$ cat src/hw/rtl/caldate_pkg.sv
// Shared constants, codes and calendar helper functions for the date counter.
package caldate_pkg;

  // Field widths
  localparam int unsigned OP_W    = 2;
  localparam int unsigned DAY_W   = 5;
  localparam int unsigned MONTH_W = 4;
  localparam int unsigned YEAR_W  = 12;
  localparam int unsigned ORDER_W = 2;

  typedef logic [OP_W-1:0]    op_t;
  typedef logic [DAY_W-1:0]   day_t;
  typedef logic [MONTH_W-1:0] month_t;
  typedef logic [YEAR_W-1:0]  year_t;
  typedef logic [ORDER_W-1:0] order_t;

  // Opcodes
  localparam op_t OP_INC = 2'd0;
  localparam op_t OP_DEC = 2'd1;
  localparam op_t OP_SET = 2'd2;
  localparam op_t OP_CMP = 2'd3;

  // Compare results: stored date versus given date
  localparam order_t ORD_EARLIER = 2'd0;
  localparam order_t ORD_EQUAL   = 2'd1;
  localparam order_t ORD_LATER   = 2'd2;

  // Calendar constants
  localparam year_t  YEAR_MIN   = 12'd1970;
  localparam year_t  YEAR_MAX   = 12'd2500;
  localparam year_t  YEAR_RESET = 12'd1970;
  localparam day_t   DAY_FIRST  = 5'd1;
  localparam month_t MONTH_JAN  = 4'd1;
  localparam month_t MONTH_FEB  = 4'd2;
  localparam month_t MONTH_APR  = 4'd4;
  localparam month_t MONTH_JUN  = 4'd6;
  localparam month_t MONTH_SEP  = 4'd9;
  localparam month_t MONTH_NOV  = 4'd11;
  localparam month_t MONTH_DEC  = 4'd12;
  localparam day_t   LEN_LONG   = 5'd31;
  localparam day_t   LEN_SHORT  = 5'd30;
  localparam day_t   LEN_FEB    = 5'd28;
  localparam day_t   LEN_FEB_LEAP = 5'd29;

  // y / 25 for 12-bit y: (y * 1311) >> 15 is exact over 0..4095
  localparam logic [10:0] RECIP_25   = 11'd1311;
  localparam int unsigned RECIP_SHIFT = 15;
  localparam logic [4:0]  DIV_25     = 5'd25;

  // Gregorian leap rule. A century (divisible by 4 and 25) is leap only
  // when also divisible by 16, which together gives divisible by 400.
  function automatic logic is_leap(input year_t y);
    logic [22:0] prod;
    logic [7:0]  quot;
    logic [12:0] back;
    year_t       rem;
    logic        div4;
    logic        div100;
    prod   = 23'(y) * 23'(RECIP_25);
    quot   = prod[RECIP_SHIFT +: 8];
    back   = 13'(quot) * 13'(DIV_25);
    rem    = y - back[YEAR_W-1:0];
    div4   = (y[1:0] == 2'b00);
    div100 = div4 && (rem == '0);
    return div4 && (!div100 || (y[3:0] == 4'b0000));
  endfunction

  // Days in month m; leap selects the February length
  function automatic day_t month_len(input month_t m, input logic leap);
    day_t len;
    len = LEN_LONG;
    if (m == MONTH_FEB) begin
      len = leap ? LEN_FEB_LEAP : LEN_FEB;
    end else if (m == MONTH_APR || m == MONTH_JUN || m == MONTH_SEP || m == MONTH_NOV) begin
      len = LEN_SHORT;
    end
    return len;
  endfunction

endpackage

$ cat src/hw/rtl/caldate_in_if.sv
// Request channel into the date counter: handshake plus opcode and date argument.
interface caldate_in_if;
  import caldate_pkg::*;

  logic   valid;
  logic   ready;
  op_t    opcode;
  day_t   arg_day;
  month_t arg_month;
  year_t  arg_year;

  modport source (output valid, output opcode, output arg_day, output arg_month,
                  output arg_year, input ready);
  modport sink   (input valid, input opcode, input arg_day, input arg_month,
                  input arg_year, output ready);
endinterface

$ cat src/hw/rtl/caldate_out_if.sv
// Result channel out of the date counter: handshake plus current date, reject and order.
interface caldate_out_if;
  import caldate_pkg::*;

  logic   valid;
  logic   ready;
  day_t   cur_day;
  month_t cur_month;
  year_t  cur_year;
  logic   rejected;
  order_t order;

  modport source (output valid, output cur_day, output cur_month, output cur_year,
                  output rejected, output order, input ready);
  modport sink   (input valid, input cur_day, input cur_month, input cur_year,
                  input rejected, input order, output ready);
endinterface

$ cat src/hw/rtl/calendar_date_counter.sv
// Top level of the Gregorian calendar date counter.
//
// Holds one date (day, month, year), reset to 1 January 1970.
// in_ch carries one request per handshake: an opcode (increment day,
// decrement day, set date, compare with date) and a date argument.
// out_ch returns exactly one result per request: the stored date after
// the operation, a reject flag for an invalid set, and the compare order.
// A request is registered in the staging register on acceptance and is
// resolved into the result register once the result slot is free, which
// raises out_ch.valid. One request is taken every cycle while out_ch.ready
// stays high; the rate is set by the single update of the date registers
// per cycle. The leap test uses a constant reciprocal multiply for the
// century check.
// When out_ch.ready is low with a result pending, the result register holds,
// the staged request waits, and in_ch.ready drops once the staging register is also full.
// Reset (rst_n low, synchronous) clears both valid flags and reloads the
// stored date.
module calendar_date_counter (
  input logic          clk,
  input logic          rst_n,
  caldate_in_if.sink   in_ch,
  caldate_out_if.source out_ch
);
  import caldate_pkg::*;

  // Staged request
  logic   s1_valid_r;
  op_t    s1_op_r;
  day_t   s1_day_r;
  month_t s1_month_r;
  year_t  s1_year_r;

  // Stored date
  day_t   day_r,   day_nxt;
  month_t month_r, month_nxt;
  year_t  year_r,  year_nxt;

  // Result register
  logic   out_valid_r;
  day_t   out_day_r;
  month_t out_month_r;
  year_t  out_year_r;
  logic   out_rej_r, rej_nxt;
  order_t out_ord_r, ord_nxt;

  logic   advance;
  logic   in_take;
  logic   cur_leap;
  logic   arg_leap;
  day_t   cur_len;
  month_t prev_month;
  day_t   prev_len;
  logic   set_ok;
  logic [DAY_W+MONTH_W+YEAR_W-1:0] cur_key;
  logic [DAY_W+MONTH_W+YEAR_W-1:0] arg_key;

  // Handshake: the staged request moves on when the result slot is free
  assign advance     = s1_valid_r && (!out_valid_r || out_ch.ready);
  assign in_ch.ready = !s1_valid_r || advance;
  assign in_take     = in_ch.valid && in_ch.ready;

  // Calendar helpers on the stored and the given date
  assign cur_leap   = is_leap(year_r);
  assign arg_leap   = is_leap(s1_year_r);
  assign cur_len    = month_len(month_r, cur_leap);
  assign prev_month = (month_r <= MONTH_JAN) ? MONTH_DEC : (month_r - MONTH_JAN);
  // Stepping back into February never changes the year, so cur_leap fits
  assign prev_len   = month_len(prev_month, cur_leap);
  assign set_ok     = (s1_year_r >= YEAR_MIN) && (s1_year_r <= YEAR_MAX) &&
                      (s1_month_r >= MONTH_JAN) && (s1_month_r <= MONTH_DEC) &&
                      (s1_day_r >= DAY_FIRST) &&
                      (s1_day_r <= month_len(s1_month_r, arg_leap));
  // Year, then month, then day: one unsigned compare of the packed key
  assign cur_key    = {year_r, month_r, day_r};
  assign arg_key    = {s1_year_r, s1_month_r, s1_day_r};

  // Next date and result flags
  always_comb begin
    day_nxt   = day_r;
    month_nxt = month_r;
    year_nxt  = year_r;
    rej_nxt   = 1'b0;
    ord_nxt   = ORD_EARLIER;
    unique case (s1_op_r)
      OP_INC: begin
        if (day_r < cur_len) begin
          day_nxt = day_r + DAY_FIRST;
        end else begin
          day_nxt = DAY_FIRST;
          if (month_r >= MONTH_DEC) begin
            month_nxt = MONTH_JAN;
            year_nxt  = year_r + YEAR_W'(1);
          end else begin
            month_nxt = month_r + MONTH_JAN;
          end
        end
      end
      OP_DEC: begin
        if (day_r > DAY_FIRST) begin
          day_nxt = day_r - DAY_FIRST;
        end else begin
          month_nxt = prev_month;
          day_nxt   = prev_len;
          if (month_r <= MONTH_JAN) begin
            year_nxt = year_r - YEAR_W'(1);
          end
        end
      end
      OP_SET: begin
        if (set_ok) begin
          day_nxt   = s1_day_r;
          month_nxt = s1_month_r;
          year_nxt  = s1_year_r;
        end else begin
          rej_nxt = 1'b1;
        end
      end
      OP_CMP: begin
        if (cur_key == arg_key) begin
          ord_nxt = ORD_EQUAL;
        end else if (cur_key < arg_key) begin
          ord_nxt = ORD_EARLIER;
        end else begin
          ord_nxt = ORD_LATER;
        end
      end
      default: begin
        rej_nxt = 1'b0;
      end
    endcase
  end

  // Input staging register
  always_ff @(posedge clk) begin
    if (!rst_n) begin
      s1_valid_r <= 1'b0;
    end else if (in_ch.ready) begin
      s1_valid_r <= in_ch.valid;
    end
    if (in_take) begin
      s1_op_r    <= in_ch.opcode;
      s1_day_r   <= in_ch.arg_day;
      s1_month_r <= in_ch.arg_month;
      s1_year_r  <= in_ch.arg_year;
    end
  end

  // Stored date
  always_ff @(posedge clk) begin
    if (!rst_n) begin
      day_r   <= DAY_FIRST;
      month_r <= MONTH_JAN;
      year_r  <= YEAR_RESET;
    end else if (advance) begin
      day_r   <= day_nxt;
      month_r <= month_nxt;
      year_r  <= year_nxt;
    end
  end

  // Result register
  always_ff @(posedge clk) begin
    if (!rst_n) begin
      out_valid_r <= 1'b0;
    end else if (advance) begin
      out_valid_r <= 1'b1;
    end else if (out_ch.ready) begin
      out_valid_r <= 1'b0;
    end
    if (advance) begin
      out_day_r   <= day_nxt;
      out_month_r <= month_nxt;
      out_year_r  <= year_nxt;
      out_rej_r   <= rej_nxt;
      out_ord_r   <= ord_nxt;
    end
  end

  assign out_ch.valid     = out_valid_r;
  assign out_ch.cur_day   = out_day_r;
  assign out_ch.cur_month = out_month_r;
  assign out_ch.cur_year  = out_year_r;
  assign out_ch.rejected  = out_rej_r;
  assign out_ch.order     = out_ord_r;

  // Stored date is always a real calendar day
  a_date_valid: assert property (@(posedge clk) disable iff (!rst_n)
    (month_r >= MONTH_JAN) && (month_r <= MONTH_DEC) && (day_r >= DAY_FIRST) &&
    (day_r <= month_len(month_r, is_leap(year_r))))
    else $error("stored date is not a valid calendar day");

  // A pending result always mirrors the stored date
  a_out_mirrors_state: assert property (@(posedge clk) disable iff (!rst_n)
    out_valid_r |-> (out_day_r == day_r) && (out_month_r == month_r) &&
                    (out_year_r == year_r))
    else $error("pending result differs from stored date");

  // A rejected set never carries a compare order
  a_reject_no_order: assert property (@(posedge clk) disable iff (!rst_n)
    (out_valid_r && out_rej_r) |-> (out_ord_r == ORD_EARLIER))
    else $error("rejected result carries an order");

  // Compare leaves the date untouched
  a_cmp_keeps_date: assert property (@(posedge clk) disable iff (!rst_n)
    (advance && (s1_op_r == OP_CMP)) |=> ($stable(day_r) && $stable(month_r) &&
                                          $stable(year_r)))
    else $error("compare changed the stored date");

  // Back-pressure on the input only with a request already staged
  a_ready_only_when_full: assert property (@(posedge clk) disable iff (!rst_n)
    !in_ch.ready |-> s1_valid_r)
    else $error("input stalled with empty staging register");

endmodule
$ cat src/flat_wrapper.sv
// flat-port wrapper written by rule: the top's interface ports become plain ports
module calendar_date_counter_flat import caldate_pkg::*;
  (clk, rst_n, in_ch_valid, in_ch_opcode, in_ch_arg_day, in_ch_arg_month, in_ch_arg_year, in_ch_ready, out_ch_valid, out_ch_cur_day, out_ch_cur_month, out_ch_cur_year, out_ch_rejected, out_ch_order, out_ch_ready);
  caldate_in_if in_ch_i ();
  caldate_out_if out_ch_i ();
  input logic clk;
  input logic rst_n;
  input wire logic [$bits(in_ch_i.valid)-1:0] in_ch_valid;
  input wire logic [$bits(in_ch_i.opcode)-1:0] in_ch_opcode;
  input wire logic [$bits(in_ch_i.arg_day)-1:0] in_ch_arg_day;
  input wire logic [$bits(in_ch_i.arg_month)-1:0] in_ch_arg_month;
  input wire logic [$bits(in_ch_i.arg_year)-1:0] in_ch_arg_year;
  output wire logic [$bits(in_ch_i.ready)-1:0] in_ch_ready;
  output wire logic [$bits(out_ch_i.valid)-1:0] out_ch_valid;
  output wire logic [$bits(out_ch_i.cur_day)-1:0] out_ch_cur_day;
  output wire logic [$bits(out_ch_i.cur_month)-1:0] out_ch_cur_month;
  output wire logic [$bits(out_ch_i.cur_year)-1:0] out_ch_cur_year;
  output wire logic [$bits(out_ch_i.rejected)-1:0] out_ch_rejected;
  output wire logic [$bits(out_ch_i.order)-1:0] out_ch_order;
  input wire logic [$bits(out_ch_i.ready)-1:0] out_ch_ready;
  assign in_ch_i.valid = in_ch_valid;
  assign in_ch_i.opcode = in_ch_opcode;
  assign in_ch_i.arg_day = in_ch_arg_day;
  assign in_ch_i.arg_month = in_ch_arg_month;
  assign in_ch_i.arg_year = in_ch_arg_year;
  assign in_ch_ready = in_ch_i.ready;
  assign out_ch_valid = out_ch_i.valid;
  assign out_ch_cur_day = out_ch_i.cur_day;
  assign out_ch_cur_month = out_ch_i.cur_month;
  assign out_ch_cur_year = out_ch_i.cur_year;
  assign out_ch_rejected = out_ch_i.rejected;
  assign out_ch_order = out_ch_i.order;
  assign out_ch_i.ready = out_ch_ready;
  calendar_date_counter u_core (.clk(clk), .rst_n(rst_n), .in_ch(in_ch_i), .out_ch(out_ch_i));
endmodule
$ cat config.mk
export PLATFORM = sky130hd
export DESIGN_NAME = calendar_date_counter_flat
export DESIGN_NICKNAME = d
export VERILOG_FILES = /design/src/hw/rtl/caldate_pkg.sv /design/src/hw/rtl/caldate_in_if.sv /design/src/hw/rtl/caldate_out_if.sv /design/src/hw/rtl/calendar_date_counter.sv /design/src/flat_wrapper.sv
export SDC_FILE = /design/constraint.sdc
export NUM_CORES = 1
export LEC_CHECK = 0
export BUFFER_PORTS_ARGS = -buffer_cell sky130_fd_sc_hd__buf_2
export CORE_ASPECT_RATIO = 1.25
export CORE_MARGIN = 2
export CORE_UTILIZATION = 64
export DETAILED_ROUTE_END_ITERATION = 12
export GPL_ROUTABILITY_DRIVEN = 1
export PLACE_DENSITY_LB_ADDON = 0.12
export SYNTH_ARGS = -nofsm -noshare
export SYNTH_HDL_FRONTEND = slang
export SYNTH_SLANG_ARGS = --single-unit
$ cat constraint.sdc
create_clock -name clk -period 25.6 [get_ports clk]
set_input_delay 0 -clock clk [delete_from_list [all_inputs] [get_ports clk]]
set_output_delay 0 -clock clk [all_outputs]
set_load 0.02 [all_outputs]
==> flow_summary.yaml <==
outcome:
  status: "complete, no violations"
synth:
  synth_seq_cells: 70
  async_flop_share: 0
  syn_inst: 1424
  synth_fp_nets: 1854
  yosysWarnings: 0
  synth_edf_count: 47
  synth_area_per_cell_um2: 8.95
  synth_top_area_cell: "ha_1"
  synth_top_area_share: 0.290
  synth_area_leaders: "ha_1 (29%), fa_1 (17%), edfxtp_1 (11%)"
  ys_seq_area_frac: 0.147
  syn_area_um2: 12700
  synth.distinct_cells: 73
  dominantRegCellSynth: "edfxtp_1"
drt:
  viasPerCell: 5.95
  first_iter_violations: 805
  drtPass1Iterations: 6
  wire_per_inst_um: 18.5
  vias: 10493
  antenna_left: 0
  drc: 0
  drt-total-wl_um: 32600
min_path:
  worstHoldPathType: "in2reg"
sta:
  setup_viol_count_final: 0
  skew_ps: 15.2
  period_minus_slack_ps: 11830
  fmax_ghz: 0.0846
  relSlewSlack: 0.290
  final_hold_viol_count: 0
  period_share: 0.462
  tightest_slew_ps: 1060
  drv_slew: 0
  setup-tns-final_ps: 0
  rsz0062_at_grt: "false"
grt:
  grt_pass1_wl_um: 53800
  grt_max_degree: 44
  gr-usage-all-layers: 0.325
  antenna_found_initial: 0
  grt-ovfl-total: 0
  first_global_vias: 10835
critical_path:
  path_class: "reg2reg"
  cpMostUsedCell: "inv_1"
  critPathMaxStageDelay_ps: 860
  cp.required_ps: 25710
  crit_arrival_ps: 11930
  crit_slowest_cell: "nor2_1"
  crit_path_max_fanout: 17
  critPathCaptureType: "flip-flop"
  crit_path_start_kind: "flip-flop"
cells_and_area:
  final_cell_mix: "ha_1 (295), inv_1 (264), fa_1 (108)"
  drive_above_1_share: 0.0647
  n_antenna_cell: 0
  layout_commonest_cell: "ha_1"
  syn2layout_area_growth_pct: 9.03
  fillers: 1572
  finalNetCount: 1925
clock_tree:
  numCtsBuffers: 9
  post_cts_buffers: 0
  ctsRootBufferMaster: "clkbuf_16"
  clk_pin_slew_ps: 60
  cts_tree: "built"
  htree_levels: 3
  cts.sinks: 70
  clk_path_buf_depth: 2
  clk_latency_ps: 360
floorplanning:
  coreArea_um2: 19500
  dieArea_um2: 21100
  io_pins: 53
  fp.dieH_um: 162
  rows: 57
  die_x_um: 130
  initial_utilization: 0.654
placement:
  io_buffer_count: 52
  gp_congestion: 0.971
  dp_hpwl_um: 26000
flow_run:
  maxCapViolCount: 0
registers in the layout, summed over array words and instances (netlist names), 2 cells and up:
name	flops
u_core.out_ch.cur_day	5
u_core.out_ch.cur_year	12
u_core.out_ch.cur_month	4
u_core.s1_op_r	2
u_core.s1_month_r	4
u_core.s1_day_r	5
u_core.s1_year_r	12
u_core.month_r	4
u_core.day_r	5
u_core.year_r	12
u_core.out_ch.order	2
stage by stage:
step	hold WS, ps	cell area, um2	cells	utilization	setup slack [ps]
2_1_floorplan	98.9	12700	1424	-	15660
3_3_place_gp	177	13300	1723	0.684	14290
3_5_place_dp	179	13300	1723	0.684	13890
4_1_cts	351	13900	1765	0.714	13840
5_1_grt	363	13900	1765	0.714	12920
6_report	361	13900	1765	0.714	13770
logic make-up after synthesis:
group           count (synthesis)  share of synthesized area
compound gates                310                      0.159
mux                             8                    0.00638
flops                          70                      0.147
simple gates                  298                      0.114
buf+inv                       296                     0.0873
xor+xnor                       39                     0.0268
fa+ha+maj                     403                      0.459
area by class of cell:
| type | instances | area [um2] | share of cell area |
|---|---|---|---|
| Sequential cell | 70 | 1870 | 0.135 |
| Inverter | 266 | 998 | 0.0719 |
| Tap cell | 265 | 332 | 0.0239 |
| Clock buffer | 10 | 229 | 0.0165 |
| Timing Repair Buffer | 90 | 611 | 0.0439 |
| Clock inverter | 6 | 93.8 | 0.00675 |
| Multi-Input combinational cell | 1058 | 9760 | 0.702 |
layer usage:
metal,global-route usage,up-vias,wire (um),part of all wire
li1,-,5039,-,-
met1,0.385,5053,13000,0.40
met2,0.583,311,16800,0.51
met3,0.0352,90,1340,0.041
met4,0.157,0,1480,0.045
met5,0,-,0,0
worst max-delay path: cells and delay by family (launching register included):
family | cells | cell delay [ps]
AOI/OAI and AO/OA | 16 | 2960
DFF | 1 | 680
xor gates and xnor gates | 1 | 220
buffers and inverters | 7 | 620
adders and majority gates | 11 | 4060
and+or+nand+nor | 11 | 3030
cell usage after synthesis (7+ instances only):
master and number:
inv_1 265, xnor2_1 26, o211ai_1 10, nor2b_1 11, clkbuf_1 28, a31oi_1 8
o21a_1 21, fa_1 108, nand2_1 75, nand4_1 14, a211oi_1 15, nand2b_1 14
o22ai_1 11, nand3_1 22, nor3_1 27, ha_1 295, edfxtp_1 47, nor2_1 86
a21oi_1 93, xor2_1 13, o21ai_0 55, a21o_1 21, dfxtp_1 23, and2_1 8
and3_1 9, mux2i_1 7, o31ai_1 8, or3_1 7, a21boi_0 8
final timing paths:
kind,startpoint,to,slack [ps],cells past startpoint
setup / recovery,u_core.s1_year_r[2],u_core.out_ch.cur_year[5],13770,46
hold / removal,in_ch_arg_day[0],u_core.s1_day_r[0],360,2
setup reg to reg,u_core.s1_year_r[2],u_core.out_ch.cur_year[5],13770,46
hold reg to reg,u_core.s1_valid_r,u_core.out_ch.valid,520,2
timing repair:
item | 4_1_cts | 5_1_grt
hold buffers | 26 | 0
gates resized for setup | 0 | 0
hold endpoints to repair | 26 | 0
Power is left out: the tool's default activity adds up to more than one toggle a clock period on the data nets, which glitch-free logic cannot reach.
